## src/hw/rtl/fke_pkg.sv

```systemverilog
`default_nettype none
package fke_pkg;

   localparam int KMER_LEN = 15;
   localparam int WIN_W    = 2 * KMER_LEN;
   localparam int RUN_W    = $clog2(KMER_LEN + 1);
   localparam int OUT_W    = 30;
   localparam int EXT_W    = (WIN_W > OUT_W) ? WIN_W : OUT_W;
   localparam int CHAR_W   = 8;

   localparam logic [CHAR_W-1:0] CHAR_NL = 8'h0A;
   localparam logic [CHAR_W-1:0] CHAR_GT = 8'h3E;
   localparam logic [CHAR_W-1:0] CHAR_A_UC = 8'h41;
   localparam logic [CHAR_W-1:0] CHAR_C_UC = 8'h43;
   localparam logic [CHAR_W-1:0] CHAR_G_UC = 8'h47;
   localparam logic [CHAR_W-1:0] CHAR_T_UC = 8'h54;
   localparam logic [CHAR_W-1:0] CHAR_U_UC = 8'h55;
   localparam logic [CHAR_W-1:0] CHAR_A_LC = 8'h61;
   localparam logic [CHAR_W-1:0] CHAR_C_LC = 8'h63;
   localparam logic [CHAR_W-1:0] CHAR_G_LC = 8'h67;
   localparam logic [CHAR_W-1:0] CHAR_T_LC = 8'h74;
   localparam logic [CHAR_W-1:0] CHAR_U_LC = 8'h75;

   localparam logic [1:0] BASE_A = 2'd0;
   localparam logic [1:0] BASE_C = 2'd1;
   localparam logic [1:0] BASE_G = 2'd2;
   localparam logic [1:0] BASE_T = 2'd3;

   typedef struct packed {
      logic       is_newline;
      logic       is_gt;
      logic       is_base;
      logic [1:0] base;
   } byte_class_type;

endpackage
`default_nettype wire

```

## src/hw/rtl/fasta_kmer_extractor.sv

```systemverilog
// Pipeline: a byte that completes a k-mer goes from the input register, through
//   the parse/window update, into the result register that drives rsp_.
// Throughput: one byte per cycle; the input stalls only while a result waits.
// Reset: synchronous; clears both windows and the base run, leaves the parser
//   at line start outside a header, and empties both pipeline registers.
`default_nettype none
module fasta_kmer_extractor
   import fke_pkg::*;
(
   input  wire logic              clock,
   input  wire logic              reset,
   input  wire logic              req_valid,
   output logic                   req_stall,
   input  wire logic [CHAR_W-1:0] req_char_byte,
   output logic                   rsp_valid,
   input  wire logic              rsp_stall,
   output logic [OUT_W-1:0]       rsp_forward_kmer,
   output logic [OUT_W-1:0]       rsp_revcomp_kmer
);

   logic              in_valid_ff, in_valid_in;
   logic [CHAR_W-1:0] in_char_ff;
   logic              out_valid_ff, out_valid_in;
   logic [OUT_W-1:0]  out_fwd_ff;
   logic [OUT_W-1:0]  out_rc_ff;

   logic              advance;
   logic              step;
   logic              emit;
   logic [OUT_W-1:0]  fwd_kmer;
   logic [OUT_W-1:0]  rc_kmer;
   byte_class_type    char_class;

   // the held byte moves on whenever the result slot is free or being drained
   assign advance   = !out_valid_ff || !rsp_stall;
   assign step      = in_valid_ff && advance;
   assign req_stall = in_valid_ff && !advance;

   fke_decode u_decode (
      .char_byte  (in_char_ff),
      .char_class (char_class)
   );

   fke_window u_window (
      .clock        (clock),
      .reset        (reset),
      .step         (step),
      .char_class   (char_class),
      .emit         (emit),
      .forward_kmer (fwd_kmer),
      .revcomp_kmer (rc_kmer)
   );

   always_comb begin
      in_valid_in = in_valid_ff;
      if (!req_stall)
         in_valid_in = req_valid;
      out_valid_in = out_valid_ff;
      if (advance)
         out_valid_in = step && emit;
   end

   always_ff @(posedge clock) begin
      if (reset) begin
         in_valid_ff  <= 1'b0;
         out_valid_ff <= 1'b0;
      end else begin
         in_valid_ff  <= in_valid_in;
         out_valid_ff <= out_valid_in;
      end
   end

   always_ff @(posedge clock) begin
      if (req_valid && !req_stall)
         in_char_ff <= req_char_byte;
      if (step && emit) begin
         out_fwd_ff <= fwd_kmer;
         out_rc_ff  <= rc_kmer;
      end
   end

   assign rsp_valid        = out_valid_ff;
   assign rsp_forward_kmer = out_fwd_ff;
   assign rsp_revcomp_kmer = out_rc_ff;

endmodule
`default_nettype wire

```

## src/hw/rtl/fke_decode.sv

```systemverilog
`default_nettype none
module fke_decode
   import fke_pkg::*;
(
   input  wire logic [CHAR_W-1:0] char_byte,
   output byte_class_type         char_class
);

   always_comb begin
      char_class            = '0;
      char_class.is_newline = (char_byte == CHAR_NL);
      char_class.is_gt      = (char_byte == CHAR_GT);
      case (char_byte)
         CHAR_A_UC, CHAR_A_LC: begin
            char_class.is_base = 1'b1;
            char_class.base    = BASE_A;
         end
         CHAR_C_UC, CHAR_C_LC: begin
            char_class.is_base = 1'b1;
            char_class.base    = BASE_C;
         end
         CHAR_G_UC, CHAR_G_LC: begin
            char_class.is_base = 1'b1;
            char_class.base    = BASE_G;
         end
         CHAR_T_UC, CHAR_T_LC, CHAR_U_UC, CHAR_U_LC: begin
            char_class.is_base = 1'b1;
            char_class.base    = BASE_T;
         end
         default: begin
            char_class.is_base = 1'b0;
            char_class.base    = BASE_A;
         end
      endcase
   end

endmodule
`default_nettype wire

```

## src/hw/rtl/fke_window.sv

```systemverilog
`default_nettype none
module fke_window
   import fke_pkg::*;
(
   input  wire logic             clock,
   input  wire logic             reset,
   input  wire logic             step,
   input  wire byte_class_type   char_class,
   output logic                  emit,
   output logic [OUT_W-1:0]      forward_kmer,
   output logic [OUT_W-1:0]      revcomp_kmer
);

   logic [WIN_W-1:0] fwd_ff, fwd_in;
   logic [WIN_W-1:0] rc_ff, rc_in;
   logic [RUN_W-1:0] run_ff, run_in;
   logic             line_start_ff, line_start_in;
   logic             in_header_ff, in_header_in;

   logic [WIN_W+1:0] fwd_shift;
   logic [EXT_W-1:0] fwd_ext;
   logic [EXT_W-1:0] rc_ext;

   always_comb begin
      fwd_in        = fwd_ff;
      rc_in         = rc_ff;
      run_in        = run_ff;
      line_start_in = line_start_ff;
      in_header_in  = in_header_ff;
      emit          = 1'b0;
      fwd_shift     = {fwd_ff, char_class.base};

      if (char_class.is_newline) begin
         in_header_in  = 1'b0;
         line_start_in = 1'b1;
      end else if (line_start_ff && char_class.is_gt) begin
         in_header_in  = 1'b1;
         line_start_in = 1'b0;
         fwd_in        = '0;
         rc_in         = '0;
         run_in        = '0;
      end else begin
         line_start_in = 1'b0;
         if (!in_header_ff) begin
            if (!char_class.is_base) begin
               fwd_in = '0;
               rc_in  = '0;
               run_in = '0;
            end else begin
               fwd_in = fwd_shift[WIN_W-1:0];
               // complement enters at the top, oldest falls off the bottom
               rc_in  = (rc_ff >> 2) | (WIN_W'(~char_class.base) << (WIN_W - 2));
               if (run_ff < RUN_W'(KMER_LEN))
                  run_in = run_ff + RUN_W'(1);
               emit = (run_in == RUN_W'(KMER_LEN));
            end
         end
      end
   end

   assign fwd_ext      = EXT_W'(fwd_in);
   assign rc_ext       = EXT_W'(rc_in);
   assign forward_kmer = fwd_ext[OUT_W-1:0];
   assign revcomp_kmer = rc_ext[OUT_W-1:0];

   always_ff @(posedge clock) begin
      if (reset) begin
         fwd_ff        <= '0;
         rc_ff         <= '0;
         run_ff        <= '0;
         line_start_ff <= 1'b1;
         in_header_ff  <= 1'b0;
      end else if (step) begin
         fwd_ff        <= fwd_in;
         rc_ff         <= rc_in;
         run_ff        <= run_in;
         line_start_ff <= line_start_in;
         in_header_ff  <= in_header_in;
      end
   end

endmodule
`default_nettype wire

```

## config.mk

```make
export PLATFORM = sky130hd
export DESIGN_NAME = fasta_kmer_extractor
export DESIGN_NICKNAME = d
export VERILOG_FILES = /design/src/hw/rtl/fke_pkg.sv /design/src/hw/rtl/fasta_kmer_extractor.sv /design/src/hw/rtl/fke_decode.sv /design/src/hw/rtl/fke_window.sv
export SDC_FILE = /design/constraint.sdc
export NUM_CORES = 1
export LEC_CHECK = 0
export BUFFER_PORTS_ARGS = -buffer_cell sky130_fd_sc_hd__buf_2
export CELL_PAD_IN_SITES_DETAIL_PLACEMENT = 0
export CELL_PAD_IN_SITES_GLOBAL_PLACEMENT = 2
export CORE_MARGIN = 10
export CORE_UTILIZATION = 32
export CTS_BUF_LIST = sky130_fd_sc_hd__clkbuf_2 sky130_fd_sc_hd__clkbuf_4 sky130_fd_sc_hd__clkbuf_8
export DETAILED_ROUTE_END_ITERATION = 16
export PLACE_DENSITY = 0.74
export SLEW_MARGIN = 10
export SYNTH_ARGS = -nofsm -noshare
export SYNTH_HDL_FRONTEND = slang
export SYNTH_SLANG_ARGS = --single-unit
```

## constraint.sdc

```tcl
create_clock -name clock -period 3.6 [get_ports clock]
set_input_delay 0 -clock clock [delete_from_list [all_inputs] [get_ports clock]]
set_output_delay 0 -clock clock [all_outputs]
set_load 0.01 [all_outputs]
```

## Word-level counts from Yosys, hierarchy flattened

Index checks and enable logic that the tools add are counted.

| word-level totals | value |
|---|---|
| output and inout port bits | 62 |
| register bits | 136 |
| logic and storage cells | 70 |
| input port bits | 12 |

| cells by class | value |
|---|---|
| bitwise logic cells | 3 |
| order comparisons | 1 |
| reductions and logical operators | 17 |
| equal/unequal tests | 14 |
| muxes and demuxes | 24 |
| $add $sub $neg | 1 |

Operators by type and width:

| operator | number |
|---|---|
| $mux W30 | 8 |
| $eq A8 B7 Y1 const B | 10 |
| $mux W4 | 8 |
| $or A28 B30 Y30 | 1 |
| $pmux W3 S4 | 1 |
| $eq A8 B4 Y1 const B | 1 |
| $eq A8 B6 Y1 const B | 1 |
| $mux W1 | 7 |
| $reduce_or A2 Y1 | 3 |
| $logic_and A1 B1 Y1 | 5 |
| $add A4 B1 Y4 const B | 1 |
| $eq A4 B4 Y1 const B | 1 |
| $logic_not A1 Y1 | 4 |
| $lt A4 B4 Y1 const B | 1 |
| $reduce_or A4 Y1 | 1 |
| $reduce_and A3 Y1 | 1 |
| $ne A2 B2 Y1 const B | 1 |
| $not A2 Y2 | 1 |
| $reduce_and A2 Y1 | 1 |
| $reduce_bool A2 Y1 | 1 |
| $logic_or A1 B1 Y1 | 1 |
| $not A1 Y1 | 1 |

## Longest topological paths before layout

Gate-level depths: netlist of the first run.

| depth | value |
|---|---|
| depth after elaboration | 13 |
| mapped depth | 8 |
| gate-level depth less buffers | 6 |

## Cells and area by module

Synthesis of the first run repeated with hierarchy kept, for this count alone.

| second synthesis, totals | value |
|---|---|
| cell total of the unflattened synthesis | 604 |
| area total of the unflattened synthesis | 5977.0 µm² |

By module, submodules not included:

| module | seq. area each (µm²) | area each (µm²) | cells an instance | times used |
|---|---|---|---|---|
| fke_window | 1321.3 | 3734.8 | 508 | 1 |
| fasta_kmer_extractor | 2082.0 | 2135.8 | 80 | 1 |
| fke_decode | 0.0 | 106.4 | 16 | 1 |

## Least setup slack after synthesis of the first run

Ideal clock, no wire load.

| timing | value |
|---|---|
| kind | register -> register |
| from | register in_char_ff[1] |
| to | register out_fwd_ff[0], in the netlist rsp_forward_kmer[0] (enable) |
| setup slack | 0.422 ns |
| path buffers | 1 |
| library setup time | 0.424 ns |
| data arrival time | 2.754 ns |
| stages on the path, launching flop included | 6 |
| required time | 3.176 ns |
| period minus slack after synthesis | 3.178 ns |
| cell sequence | edfxtp_1 buf_2 and3b_1 o21ba_4 a2111oi_2 and3_1 |

| on the way | value |
|---|---|
| longest elaborated chain between the ends | 8 |
| elaborated cells between the ends (all ways) | 23 |
| those cells by class | eq/ne (12); mux (5); reduce/logical (6) |

Ends and longest elaborated chain:

| what | line | source |
|---|---|---|
| start, declared | fasta_kmer_extractor.sv:22 | `logic [CHAR_W-1:0] in_char_ff;` |
| start signal, assigned | fasta_kmer_extractor.sv:75 | `in_char_ff <= req_char_byte;` |
| $eq A8 B7 Y1 | fke_decode.sv:13 | `case (char_byte)` |
| $reduce_or A4 Y1 or $reduce_or A2 Y1 (tied branches) | fke_decode.sv:13 |  |
| $pmux W3 S4 | fke_decode.sv:13 |  |
| $mux W1 | fke_window.sv:45 | `if (!char_class.is_base) begin` |
| $mux W1 | fke_window.sv:44 | `if (!in_header_ff) begin` |
| $mux W1 | fke_window.sv:36 | `end else if (line_start_ff && char_class.is_gt) begin` |
| $mux W1 * | fke_window.sv:33 | `if (char_class.is_newline) begin` |
| $logic_and A1 B1 Y1 * | fasta_kmer_extractor.sv:76 | `if (step && emit) begin` |
| end signal, assigned | fasta_kmer_extractor.sv:77 | `out_fwd_ff <= fwd_kmer;` |
| end, declared | fasta_kmer_extractor.sv:24 | `logic [OUT_W-1:0] out_fwd_ff;` |

Mark *: on every way between the ends. The rest lies on a longest branch, timed or not.
A chain may end at the register's enable or synchronous reset.

## Final worst setup path of the first run

| timing | value |
|---|---|
| from | register out_valid_ff, in the netlist rsp_valid |
| to | register out_fwd_ff[26], in the netlist rsp_forward_kmer[26] (enable) |

| on the way | value |
|---|---|
| longest elaborated chain between the ends | 4 |

Ends and longest elaborated chain:

| what | line | source |
|---|---|---|
| start, declared | fasta_kmer_extractor.sv:23 | `logic out_valid_ff, out_valid_in;` |
| start signal, assigned | fasta_kmer_extractor.sv:69 | `out_valid_ff <= out_valid_in;` |
| $logic_not A1 Y1 | fasta_kmer_extractor.sv:35 | `assign advance = !out_valid_ff \|\| !rsp_stall;` |
| $logic_or A1 B1 Y1 | fasta_kmer_extractor.sv:35 |  |
| $logic_and A1 B1 Y1 | fasta_kmer_extractor.sv:36 | `assign step = in_valid_ff && advance;` |
| $logic_and A1 B1 Y1 | fasta_kmer_extractor.sv:76 |  |

No other way between the ends.

==> results of run 1 <==
[registers in the layout (all words and copies together), names as in the netlist]
signal,count
rsp_forward_kmer,30
u_window.rc_ff,30
u_window.run_ff,4
u_window.fwd_ff,30
rsp_valid,1
u_window.in_header_ff,1
rsp_revcomp_kmer,30
in_valid_ff,1
in_char_ff,8
u_window.line_start_ff,1
[worst min-delay path by stage]
stage | from | endpoint | slack [ns] | depth (start not counted)
finish | req_char_byte[0] | in_char_ff[0]$_DFFE_PP_ | 0.28 | 2
global route | req_char_byte[1] | in_char_ff[1]$_DFFE_PP_ | 0.25 | 2
CTS | req_char_byte[1] | in_char_ff[1]$_DFFE_PP_ | 0.23 | 2
detailed placement | req_char_byte[7] | in_char_ff[7]$_DFFE_PP_ | 0.18 | 1
global placement | req_char_byte[5] | in_char_ff[5]$_DFFE_PP_ | 0.18 | 1
floorplan | req_char_byte[0] | in_char_ff[0]$_DFFE_PP_ | 0.1 | 0
[critical path: stages, from the launching register on]
cell      delay (ns)
dfxtp_1         0.36
a21boi_1        0.45
a21bo_2         0.34
nor3_1          0.27
and3_2          0.24
buf_4           0.40
[timing repair]
action | 4_1_cts | 5_1_grt
hold buffers | 13 | 0
setup buffers | 0 | 0
endpoints found under the hold margin | 16 | 0
[metrics by stage]
stage                     power (mW)  utilization  setup WS (ns)  hold WS (ns)  std cells
after global placement         1.735       0.3610          1.245        0.1761        634
final                          2.900       0.3934          1.162        0.2821        679
after floorplan                1.719            -         0.4219       0.09887        364
after CTS                      2.943       0.3934          1.158        0.2348        679
after detailed placement       1.737       0.3610          1.182        0.1781        634
after global routing           3.028       0.3934         0.9284        0.2521        679
[layout make-up]
class,instances,area (sq um),area share
sequential,136,3403,0.5465
multi-input combinational,197,1575,0.2530
timing repair buffer,94,580.6,0.09323
clock buffer,24,311.5,0.05003
tap,216,270.3,0.04340
clock inverter,8,71.32,0.01145
inverter,4,15.01,0.002411
[placed cells by master, fill, tap and decap left out, types with 3 or more instances in the layout]
cell type	Yosys	layout
a22o_1	115	115
buf_2	8	73
edfxtp_1	68	68
dfxtp_1	68	68
clkbuf_8	0	21
dlygate4sd3_1	0	13
nand2_1	12	12
nor2_1	7	7
o21ai_0	7	7
nand3_1	6	6
buf_4	4	6
inv_1	4	4
nor3_1	5	4
a21oi_1	4	4
clkinv_2	0	4
nor2b_1	3	3
nand2b_1	3	3
clkbuf_4	0	3
[power groups by stage]
stage	sequential [mW]	clock, mW	combinational, mW
floorplan	1.66	0	0.0569
global placement	1.67	0	0.0693
detailed placement	1.67	0	0.0703
CTS	1.63	1.23	0.0802
global route	1.63	1.31	0.0884
finish	1.63	1.19	0.0795
[metal layers]
metal / global-route usage / vias up / wire (microns)
li1: - / 1638 / -
met2: 0.1542 / 80 / 5086
met5: 0 / - / 0
met1: 0.1367 / 1662 / 5320
met3: 0.03870 / 7 / 500
met4: 0.03904 / 0 / 86
[logic make-up after synthesis]
family / share of synthesized area
AO/OA/AOI/OAI: 0.2357
flip-flops: 0.6608
AND/OR/NAND/NOR: 0.05977
buffers and inverters: 0.03766
XOR/XNOR: 0.001701
multiplexers: 0.001944
adder cells (fa/ha/maj): 0.002429
==> flow_summary.toml, run 1 <==
[power]
p_leak_nw = 2.354
seqPwrFrac = 0.563
ir_drop_mv = 0.2179
pwr-share-comb = 0.027
p_per_area_nw_per_um2 = 465.6
switching_share = 0.2096
p_sw_mw = 0.6077
p_clk_frac = 0.410
p_int_mw = 2.292

[critical_path]
crit_fanout = 34
worst-setup-path-type = "reg2reg"
cp.required_ns = 3.67
r2r_end = "rsp_forward_kmer[26]$_DFFE_PP_"
endpoint_kind = "flop"
worst_ep_arrival_time_ns = 2.51
worstSetupStartpointType = "flop"
rr_worst_depth = 5
cp-startpoint = "rsp_valid$_SDFFE_PP0N_"
endpoint = "rsp_forward_kmer[26]$_DFFE_PP_"
r2r_setup_slack_ns = 1.16
reg2reg_from = "rsp_valid$_SDFFE_PP0N_"

[clock_network]
clock_latency_ns = 0.43
cts_sinks = 136
ctsResizeCount = 0
clk_pin_slew_ns = 0.07
root_buffer = "clkbuf_8"
htree_levels = 4
clock_path_buffers = 2
cts_tree = "yes"
cts_made_buffers = 17

[synthesis]
netlist.area_leader.share = 0.3965
synth_most_common_cell = "a22o_1"
syn_inst = 364
ys_warn_count = 0
synth_nets = 377
netlist_area_sq_um = 5150
ys_top_cells_by_area = "edfxtp_1, dfxtp_1, a22o_1, buf_6, nand2_1"
async_reset_ff_frac = 0
yosys_most_used_dff = "edfxtp_1"
ys_seq_area_frac = 0.6608
synth_seq_cells = 136
synth_edf_count = 68
syn_area_per_cell_sq_um = 14.15
yosysUniqueCellTypes = 46
yosysTopAreaCell = "edfxtp_1"
synth_commonest_cells = "a22o_1, dfxtp_1, edfxtp_1"

[sta]
layout_min_cycle_time_ns = 2.438
slew_headroom = 0.5390
setup_viol = 0
maxSlewViolCount = 0
rsz0062_at_grt = "false"
setup_tns_ns = 0
tightest_slew_ns = 0.6889
clock_skew_ns = 0.01095
fin_crit_sh = 0.6772
fmax_ghz = 0.4102
hold_violations = 0

[routing]
vias = 3387
drt_iter0_drc = 255
ant_nets = 0
postRouteWirelength_microns = 10990
vias_per_cell = 4.988
routedWlPerCell_microns = 16.19
drcViolationCount = 0
detail_route.first_pass.iterations = 6

[finish]
area_delta_synth_final_pct = 20.92
drive_above_1_share = 0.2678
fillers = 1539
fin_nets = 463
diodes = 0
final_area_sq_um = 6227

[placement]
portBuffers = 73
gp_congestion = 0.8230
place_hpwl_microns = 7093
place_area_sq_um = 5714

[floorplanning]
start_util = 0.3254
fp.dieW_microns = 146.9
rows = 46
core_sq_um = 15830
die_h_microns = 146.9
num_io_pins = 74
dieArea_sq_um = 21570

[grt]
grt_start_max_net_pins = 37
grt_pass1_vias = 3370
antenna_found_initial = 0
grt_pass1_wl_microns = 18060
grt_usage = 0.1046
grt_overflow = 0

[min_path]
hold_path.class = "in2reg"

[status]
status = "finished, final reports clean"

[flow_run]
cap_violations = 0
(Power assumes the default switching activity.)
==> inputs of run 2 (changes only) <==
- ABC_AREA: not set -> 1
- PLACE_DENSITY: 0.74 -> 0.85
- clock period: 3.6 -> 2.02 ns (I/O delays scaled with it)
==> flow_summary.toml, run 2 <==
[status]
status = "finished, final reports clean"

[synthesis]
syn_inst = 782
netlist.area_leader.share = 0.3173
netlist_area_sq_um = 6435
synth_seq_cells = 136
synth_edf_count = 68
yosysUniqueCellTypes = 28
ys_top_cells_by_area = "edfxtp_1, dfxtp_1, nand2_1, a22o_1, nor2_1"
synth_nets = 795
yosysTopAreaCell = "edfxtp_1"
synth_most_common_cell = "nand2_1"
yosys_most_used_dff = "edfxtp_1"
async_reset_ff_frac = 0
ys_seq_area_frac = 0.5289
ys_warn_count = 0
synth_commonest_cells = "nand2_1, nor2_1, dfxtp_1, edfxtp_1, a21oi_1"
syn_area_per_cell_sq_um = 8.229

[routing]
vias_per_cell = 4.739
postRouteWirelength_microns = 16870
drt_iter0_drc = 345
vias = 5421
routedWlPerCell_microns = 14.74
ant_nets = 0
detail_route.first_pass.iterations = 5
drcViolationCount = 0

[placement]
gp_congestion = 0.7512
dp_cells = 1091
portBuffers = 73
place_hpwl_microns = 9964
place_area_sq_um = 7239

[finish]
area_delta_synth_final_pct = 24.42
drive_above_1_share = 0.1968
layout_commonest_cell = "nand2_1"
fin_cells = 1144
diodes = 0
final_area_sq_um = 8006
fin_nets = 879
fillers = 2033
most-common-layout-cells = "nand2_1, nor2_1, buf_2, edfxtp_1"

[floorplanning]
num_io_pins = 74
start_util = 0.3274
fp.dieW_microns = 161.8
die_h_microns = 161.8
core_sq_um = 19650
dieArea_sq_um = 26180
rows = 51

[grt]
grt_pass1_vias = 5169
grt_start_max_net_pins = 61
grt_usage = 0.1257
antenna_found_initial = 0
grt_pass1_wl_microns = 26940
grt_overflow = 0

[clock_network]
cts_made_buffers = 17
cts_sinks = 136
htree_levels = 4
clk_pin_slew_ns = 0.08
cts_tree = "yes"
root_buffer = "clkbuf_8"
clock_latency_ns = 0.45
clock_path_buffers = 2

[flow_run]
cap_violations = 0

[sta]
setup_viol = 0
hold_violations = 0
maxSlewViolCount = 0
layout_min_cycle_time_ns = 1.945
clock_skew_ns = 0.01170
fin_crit_sh = 0.9629
tightest_slew_ns = 0.3543
fmax_ghz = 0.5141
slew_headroom = 0.7613

[min_path]
hold_path.class = "in2reg"

[critical_path]
endpoint = "rsp_revcomp_kmer[29]$_DFFE_PP_"
cp-startpoint = "in_char_ff[2]$_DFFE_PP_"
worstSetupStartpointType = "flop"
crit_fanout = 9
worst-setup-path-type = "reg2reg"
reg2reg_from = "in_char_ff[2]$_DFFE_PP_"
r2r_end = "rsp_revcomp_kmer[29]$_DFFE_PP_"
endpoint_kind = "flop"
rr_worst_depth = 9
r2r_setup_slack_ns = 0.07
worst_ep_arrival_time_ns = 2.11
cp.required_ns = 2.18

[power]
p_total_mw = 5.838
ir_drop_mv = 0.3713
p_leak_nw = 3.433
p_per_area_nw_per_um2 = 729.2
[run 2: cell types whose count changed after synthesis, sizes merged, moves of 3 or more]
cell,delta
a21oi,+62
nand2,+222
nand2b,-3
clkbuf,+15
nor3,-3
nor2b,-3
o21ai,+12
a22o,-70
nor2,+110
inv,+33
buf,+8
nand3,+59
[run 2: repair_timing]
action | CTS | global route
hold buffers | 12 | 0
setup endpoints to repair | 0 | 36
buffers inserted | 0 | 4
gates resized for setup | 0 | 5
hold endpoints to repair | 21 | 0
[run 2: power breakdown]
part | switching (mW) | total (mW) | internal [mW]
Clock | 1.09 | 2.72 | 1.63
Combinational | 0.143 | 0.215 | 0.0716
Sequential | 0.0158 | 2.90 | 2.89
Total | 1.25 | 5.84 | 4.59
[run 2: routing by layer]
layer | share of wire | vias to the layer above | track usage
li1 | - | 2778 | -
met1 | 0.47 | 2544 | 0.1594
met2 | 0.48 | 88 | 0.2042
met3 | 0.039 | 11 | 0.03438
met4 | 0.011 | 0 | 0.03722
met5 | 0 | - | 0
[run 2: cells by family after synthesis]
kind of cell	Yosys count	share of synthesized area
buffers and inverters	87	0.06203
xor gates and xnor gates	1	0.001361
and+or+nand+nor	423	0.2740
adders and majority gates	1	0.001944
DFF	136	0.5289
AOI/OAI and AO/OA	134	0.1318
[run 2: per-stage QoR]
step                hold WS, ns  worst slack [ns]  utilization  setup TNS [ns]
global placement         0.1785            0.1600       0.3683               0
finish                   0.2596           0.07486       0.4074               0
floorplan               0.09887           -0.2801            -          -16.81
global route             0.2351          -0.02450       0.4074         -0.4330
detailed placement       0.1792            0.1135       0.3683               0
CTS                      0.2285           0.09409       0.3990               0
[run 2: how the worst min path moves through the flow]
stage	start	end	slack, ns	cells after the start
finish	req_char_byte[2]	in_char_ff[2]$_DFFE_PP_	0.26	2
global route	req_char_byte[2]	in_char_ff[2]$_DFFE_PP_	0.24	2
CTS	req_char_byte[5]	in_char_ff[5]$_DFFE_PP_	0.23	2
detailed placement	req_char_byte[2]	in_char_ff[2]$_DFFE_PP_	0.18	1
global placement	req_char_byte[0]	in_char_ff[0]$_DFFE_PP_	0.18	1
floorplan	req_char_byte[0]	in_char_ff[0]$_DFFE_PP_	0.1	0
[run 2: layout make-up]
class                   count  area [sq um]  share of cell area
flip-flops and latches    136          3411              0.4260
multi-input cells         559          2704              0.3377
repair buffers            115         933.4              0.1166
well taps                 265         331.6             0.04141
clock buffers              19         255.2             0.03188
clock inverters            13         226.5             0.02829
inverters                  37         145.1             0.01813
[run 2: critical path, stage by stage (launching register included)]
cell        delay (ns)
edfxtp_1          0.47
inv_2             0.13
nand4_1           0.18
nand2_4           0.15
inv_4             0.05
a21oi_2           0.14
nand2_2           0.09
clkinvlp_4        0.12
buf_12            0.15
clkbuf_16         0.17
==> inputs of run 3 (changes only) <==
- MAX_ROUTING_LAYER: not set -> met4
==> flow_summary.toml, run 3 (synthesis results as in run 2) <==
[status]
status = "finished, final reports clean"

[critical_path]
endpoint_kind = "flop"
crit_fanout = 9
worstSetupStartpointType = "flop"
crit_slowest_cell = "edfxtp_1"
worst-setup-path-type = "reg2reg"
worst_ep_arrival_time_ns = 2.10
crit_chain = "inv_2 -> nand4_1 -> nand2_4 -> inv_4 -> a21oi_2 -> nand2_2 -> clkinvlp_4 -> buf_12 -> clkbuf_16"
cpPeakStageDelay_ns = 0.47
cp.required_ns = 2.18

[power]
p_leak_nw = 3.433
ir_drop_mv = 0.3715
p_per_area_nw_per_um2 = 729.3

[clock_network]
clock_latency_ns = 0.45
cts_tree = "yes"
cts_made_buffers = 17
clock_path_buffers = 2
root_buffer = "clkbuf_8"
htree_levels = 4
clk_pin_slew_ns = 0.08
cts_sinks = 136

[sta]
slew_headroom = 0.7614
tightest_slew_ns = 0.3542
hold_ws_ns = 0.2617
maxSlewViolCount = 0
fmax_ghz = 0.5141
hold_violations = 0
layout_min_cycle_time_ns = 1.945
fin_crit_sh = 0.9630
clock_skew_ns = 0.01129
setup_viol = 0

[grt]
grt_start_max_net_pins = 61
antenna_found_initial = 0
grt_overflow = 0
grt_usage = 0.1292
grt_pass1_wl_microns = 26950
grt_pass1_vias = 5164

[placement]
dp_cells = 1091
portBuffers = 73
gp_congestion = 0.7608
place_hpwl_microns = 9964

[min_path]
hold_path.class = "in2reg"

[routing]
drt_iter0_drc = 376
ant_nets = 0
drcViolationCount = 0
vias = 5426
postRouteWirelength_microns = 16840
routedWlPerCell_microns = 14.72
vias_per_cell = 4.743
detail_route.first_pass.iterations = 5

[flow_run]
cap_violations = 0

[finish]
fillers = 2033
area_delta_synth_final_pct = 24.42
utilization = 0.4074
fin_cells = 1144
diodes = 0
layout_commonest_cell = "nand2_1"
fin_nets = 879
most-common-layout-cells = "nand2_1, nor2_1, buf_2, edfxtp_1"
drive_above_1_share = 0.1968

[floorplanning]
core_sq_um = 19650
dieArea_sq_um = 26180
rows = 51
die_h_microns = 161.8
fp.dieW_microns = 161.8
num_io_pins = 74
start_util = 0.3274
[run 3: worst max-delay path, delay by kind of cell (launching register included)]
family	cells	cell delay [ns]
simple gates	3	0.42
buf+inv	5	0.62
flops	1	0.47
compound gates	1	0.14
[run 3: final cells by class]
type | instances | area, sq um | area share
Inverter | 37 | 145.1 | 0.01813
Multi-Input combinational cell | 559 | 2704 | 0.3377
Clock inverter | 13 | 226.5 | 0.02829
Tap cell | 265 | 331.6 | 0.04141
Sequential cell | 136 | 3411 | 0.4260
Clock buffer | 19 | 255.2 | 0.03188
Timing Repair Buffer | 115 | 933.4 | 0.1166
[run 3: through the flow]
step	TNS [ns]	worst slack, ns	total power [mW]	instance area, sq um
floorplan	-16.81	-0.2801	3.090	6490
global placement	0	0.1600	3.160	7239
detailed placement	0	0.1135	3.161	7239
CTS	0	0.09409	5.921	7841
global route	-0.4151	-0.02450	6.071	8006
finish	0	0.07481	5.839	8006
[run 3: worst paths after layout]
kind	cells after the start	to	slack [ns]	startpoint
worst max-delay path	9	rsp_revcomp_kmer[29]$_DFFE_PP_	0.07	in_char_ff[2]$_DFFE_PP_
worst min-delay path	2	in_char_ff[2]$_DFFE_PP_	0.26	req_char_byte[2]
worst max register to register	9	rsp_revcomp_kmer[29]$_DFFE_PP_	0.07	in_char_ff[2]$_DFFE_PP_
worst min register to register	2	u_window.rc_ff[8]$_SDFFE_PP0P_	0.48	u_window.rc_ff[8]$_SDFFE_PP0P_
[run 3: repair_timing]
action	CTS	global route
endpoints found under the setup margin	0	36
resized for setup	0	5
endpoints found under the hold margin	21	0
setup buffers	0	4
hold buffers	12	0
[run 3: report_power, final]
group | internal, mW | switching (mW)
clock | 1.64 | 1.09
sequential | 2.89 | 0.0158
combinational | 0.0716 | 0.143
[run 3: layer usage]
| metal | wire, microns | global-route usage | share of wire |
|---|---|---|---|
| met5 | 0 | - | 0 |
| met4 | 165 | 0.03350 | 0.0098 |
| met3 | 685 | 0.03539 | 0.041 |
| met2 | 8108 | 0.2040 | 0.48 |
| met1 | 7882 | 0.1605 | 0.47 |
